==> src/tuvw_delay.sv <==
// ----------------------------------------------------------------------------
// tuvw_delay
// Fixed-depth shift line with valid, lines up the coordinate results with
// the longer weight pipeline.
// ----------------------------------------------------------------------------
`default_nettype none

module tuvw_delay #(
  parameter int Width = 8,
  parameter int Depth = 4
) (
  input  wire logic             clk_i,
  input  wire logic             rst_ni,
  input  wire logic             valid_i,
  input  wire logic [Width-1:0] data_i,
  output logic                  valid_o,
  output logic      [Width-1:0] data_o
);

  logic             vld_q  [Depth];
  logic [Width-1:0] data_q [Depth];

  always_ff @(posedge clk_i or negedge rst_ni) begin
    if (!rst_ni) begin
      for (int i = 0; i < Depth; i++) vld_q[i] <= 1'b0;
    end else begin
      vld_q[0] <= valid_i;
      for (int i = 1; i < Depth; i++) vld_q[i] <= vld_q[i-1];
    end
  end

  always_ff @(posedge clk_i) begin
    data_q[0] <= data_i;
    for (int i = 1; i < Depth; i++) data_q[i] <= data_q[i-1];
  end

  assign valid_o = vld_q[Depth-1];
  assign data_o  = data_q[Depth-1];

endmodule

`default_nettype wire

==> config.mk <==
export PLATFORM = sky130hd
export DESIGN_NAME = tuvw_delay
export DESIGN_NICKNAME = d
export VERILOG_FILES = /design/src/tuvw_delay.sv
export SDC_FILE = /design/constraint.sdc
export NUM_CORES = 1
export LEC_CHECK = 0
export ABC_AREA = 1
export BUFFER_PORTS_ARGS = -buffer_cell sky130_fd_sc_hd__buf_2
export CORE_MARGIN = 2
export CORE_UTILIZATION = 49
export DETAILED_ROUTE_END_ITERATION = 12
export HOLD_SLACK_MARGIN = 0.12
export MAX_ROUTING_LAYER = met4
export PLACE_DENSITY = 0.72
export REMOVE_ABC_BUFFERS = 1
export SYNTH_ARGS = -nofsm -noshare
export SYNTH_HDL_FRONTEND = slang
export SYNTH_SLANG_ARGS = --single-unit
==> constraint.sdc <==
create_clock -name clk_i -period 1.6 [get_ports clk_i]
set_clock_uncertainty 0.1 [all_clocks]
set_input_delay 0.24 -clock clk_i [delete_from_list [all_inputs] [get_ports clk_i]]
set_output_delay 0.24 -clock clk_i [all_outputs]
set_load 0.005 [all_outputs]
==> results.sh <==
export IMPL_portBuffers=19
export IMPL_reg2reg_slack_ns=1.02
export IMPL_grt_max_degree=11
export IMPL_ant_nets=0
export IMPL_multiInputGateArea_um2=0
export IMPL_maxSlewHeadroom_pct=93.9
export IMPL_critical_path_top_delay_family="flip-flops"
export IMPL_cts_resized=0
export IMPL_hold_slack_ns=0.147
export IMPL_postCtsHoldBufs=10
export IMPL_route_met2_wl_um=349
export IMPL_hold_violations=0
export IMPL_power_density_mw_per_mm2=1430
export IMPL_drt_pass1_iterations=4
export IMPL_antenna_found_initial=0
export IMPL_tritoncts="built"
export IMPL_drc_errors=0
export IMPL_avgRoutedWirePerCell_um=8.42
export IMPL_area_growth_pct=37.0
export IMPL_die_area_mm2=0.00184
export IMPL_start_kind="flip-flop"
export IMPL_synth_area_leaders="dfxtp_1 (86%), dfrtp_1 (14%)"
export IMPL_fin_crit_ns=1.13
export IMPL_nMultiInputCombCells=0
export IMPL_cp_data_required_time_ns=1.26
export IMPL_root_buffer="clkbuf_4"
export IMPL_holdCritPathClass="input pin to asynchronous set/reset pin"
export IMPL_cp_end_kind="output pin"
export IMPL_routed_via_count=347
export IMPL_num_rows=14
export IMPL_r2r_end="vld_q[2]"
export IMPL_final_util_pct=69.8
export IMPL_grt_overflow=0
export IMPL_avgSynthCellArea_um2=20.6
export IMPL_max_freq_ghz=0.886
export IMPL_ys_seq_elements=36
export IMPL_final_common_cell="dfxtp_1"
export IMPL_finalSetupViolCount=0
export IMPL_nNetsFinal=83
export IMPL_yosysTopAreaCellShare_pct=86.5
export IMPL_wl_met3_um=77
export IMPL_synth_seq_area_share_pct=100
export IMPL_worstSkewPairLatency_ns=0.31
export IMPL_critPathBufInv=1
export IMPL_post_cts_buffers=0
export IMPL_p_leak_nw=0.466
export IMPL_initial_core_util_pct=50.9
export IMPL_ios=20
export IMPL_power_mw=1.45
export IMPL_ctsLongestPathBuffers=2
export IMPL_grt_usage_pct=11.0
export IMPL_wl_met1_um=317
export IMPL_drive_above_1_share_pct=34.2
export IMPL_worstRegToRegCells=0
export IMPL_numCtsBuffers=5
export IMPL_first_iter_violations=8
export IMPL_drv_slew=0
export IMPL_pre_cts_ws_ns=0.806
export IMPL_gp_congestion=0.554
export IMPL_highest_layer="met4"
export IMPL_htreeDepth=2
export IMPL_ir_drop_mv=0.964
export IMPL_clkSlewWorstSetupHoldPaths_ns=0.09
export IMPL_core_area_mm2=0.00145
export IMPL_grt_setup_unrepaired="no"
export IMPL_cp_max_fo=1
export IMPL_finalCritPeriodShare_pct=70.6
export IMPL_wirelength_um=749
export IMPL_die_h_um=42.9
export IMPL_grt_pass1_vias=319
export IMPL_yosys_warnings=0
export IMPL_synth_cell_types=2
export IMPL_slowest_stage="dfrtp_1"
export IMPL_finalWorstSetupSlack_ns=0.471
export IMPL_die_w_um=42.9
export IMPL_grt_pass1_wl_um=1330
export IMPL_worstSetupPathType="flip-flop to output pin"
export IMPL_setup_tns_final_ns=0
export IMPL_layout_common_cells="dfxtp_1 (32), buf_2 (19), dlygate4sd3_1 (10)"
export IMPL_synth_top_area_cell="dfxtp_1"
export IMPL_cp_data_arrival_time_ns=0.79
export IMPL_worstPathCellList="buf_2"
export IMPL_cap_violations=0
export IMPL_synth_area_um2=741
export IMPL_vias_per_cell=3.90
export IMPL_slowest_delay_ns=0.36
export IMPL_diodes=0
export IMPL_clock_sinks=36
export IMPL_r2r_start="vld_q[3]"
export IMPL_status="completed"
export IMPL_worstMarginPinSlew_ns=0.0914
export IMPL_synth_cells=36
==> cells in the mapped netlist <==
| library cell | n |
|---|---|
| dfxtp_1 | 32 |
| dfrtp_1 | 4 |
==> per-stage QoR <==
step | area (um^2) | std cells
final | 1010 | 89
after global routing | 1010 | 89
after CTS | 1010 | 89
after detailed placement | 856 | 71
after global placement | 856 | 71
after floorplan | 741 | 36
==> where the power goes <==
group | switching [mW] | internal, mW
Clock | 0.240 | 0.217
Combinational | 0.0122 | 0.0317
Sequential | 0.00902 | 0.944
==> registers in the layout, indices dropped and copies added (netlist names) <==
register	cells
valid_o	1
data_q	32
vld_q	3
==> layout make-up <==
| type | count | area [um^2] |
|---|---|---|
| clock buffer | 8 | 58.8 |
| fill | 118 | 439 |
| sequential | 36 | 741 |
| tap | 16 | 20.0 |
| timing repair buffer | 29 | 195 |
==> cell families after synthesis <==
| logic type | Yosys count | share of synthesized area [%] |
|---|---|---|
| flip-flops | 36 | 100 |
==> metal layers <==
metal	global-route usage (%)	vias to the layer above
met5	-	-
met1	13.6	145
met3	8.09	2
li1	-	182
met4	7.50	0
met2	12.1	18
==> worst max-delay path by stage <==
stage / startpoint / endpoint / cells after the start
final: valid_o / valid_o / 1
after global routing: valid_o / valid_o / 1
after CTS: valid_o / valid_o / 1
after detailed placement: valid_o / valid_o / 1
after global placement: valid_o / valid_o / 1
after floorplan: valid_o / valid_o / 0
No activity file was read; power rests on OpenSTA's default activity.
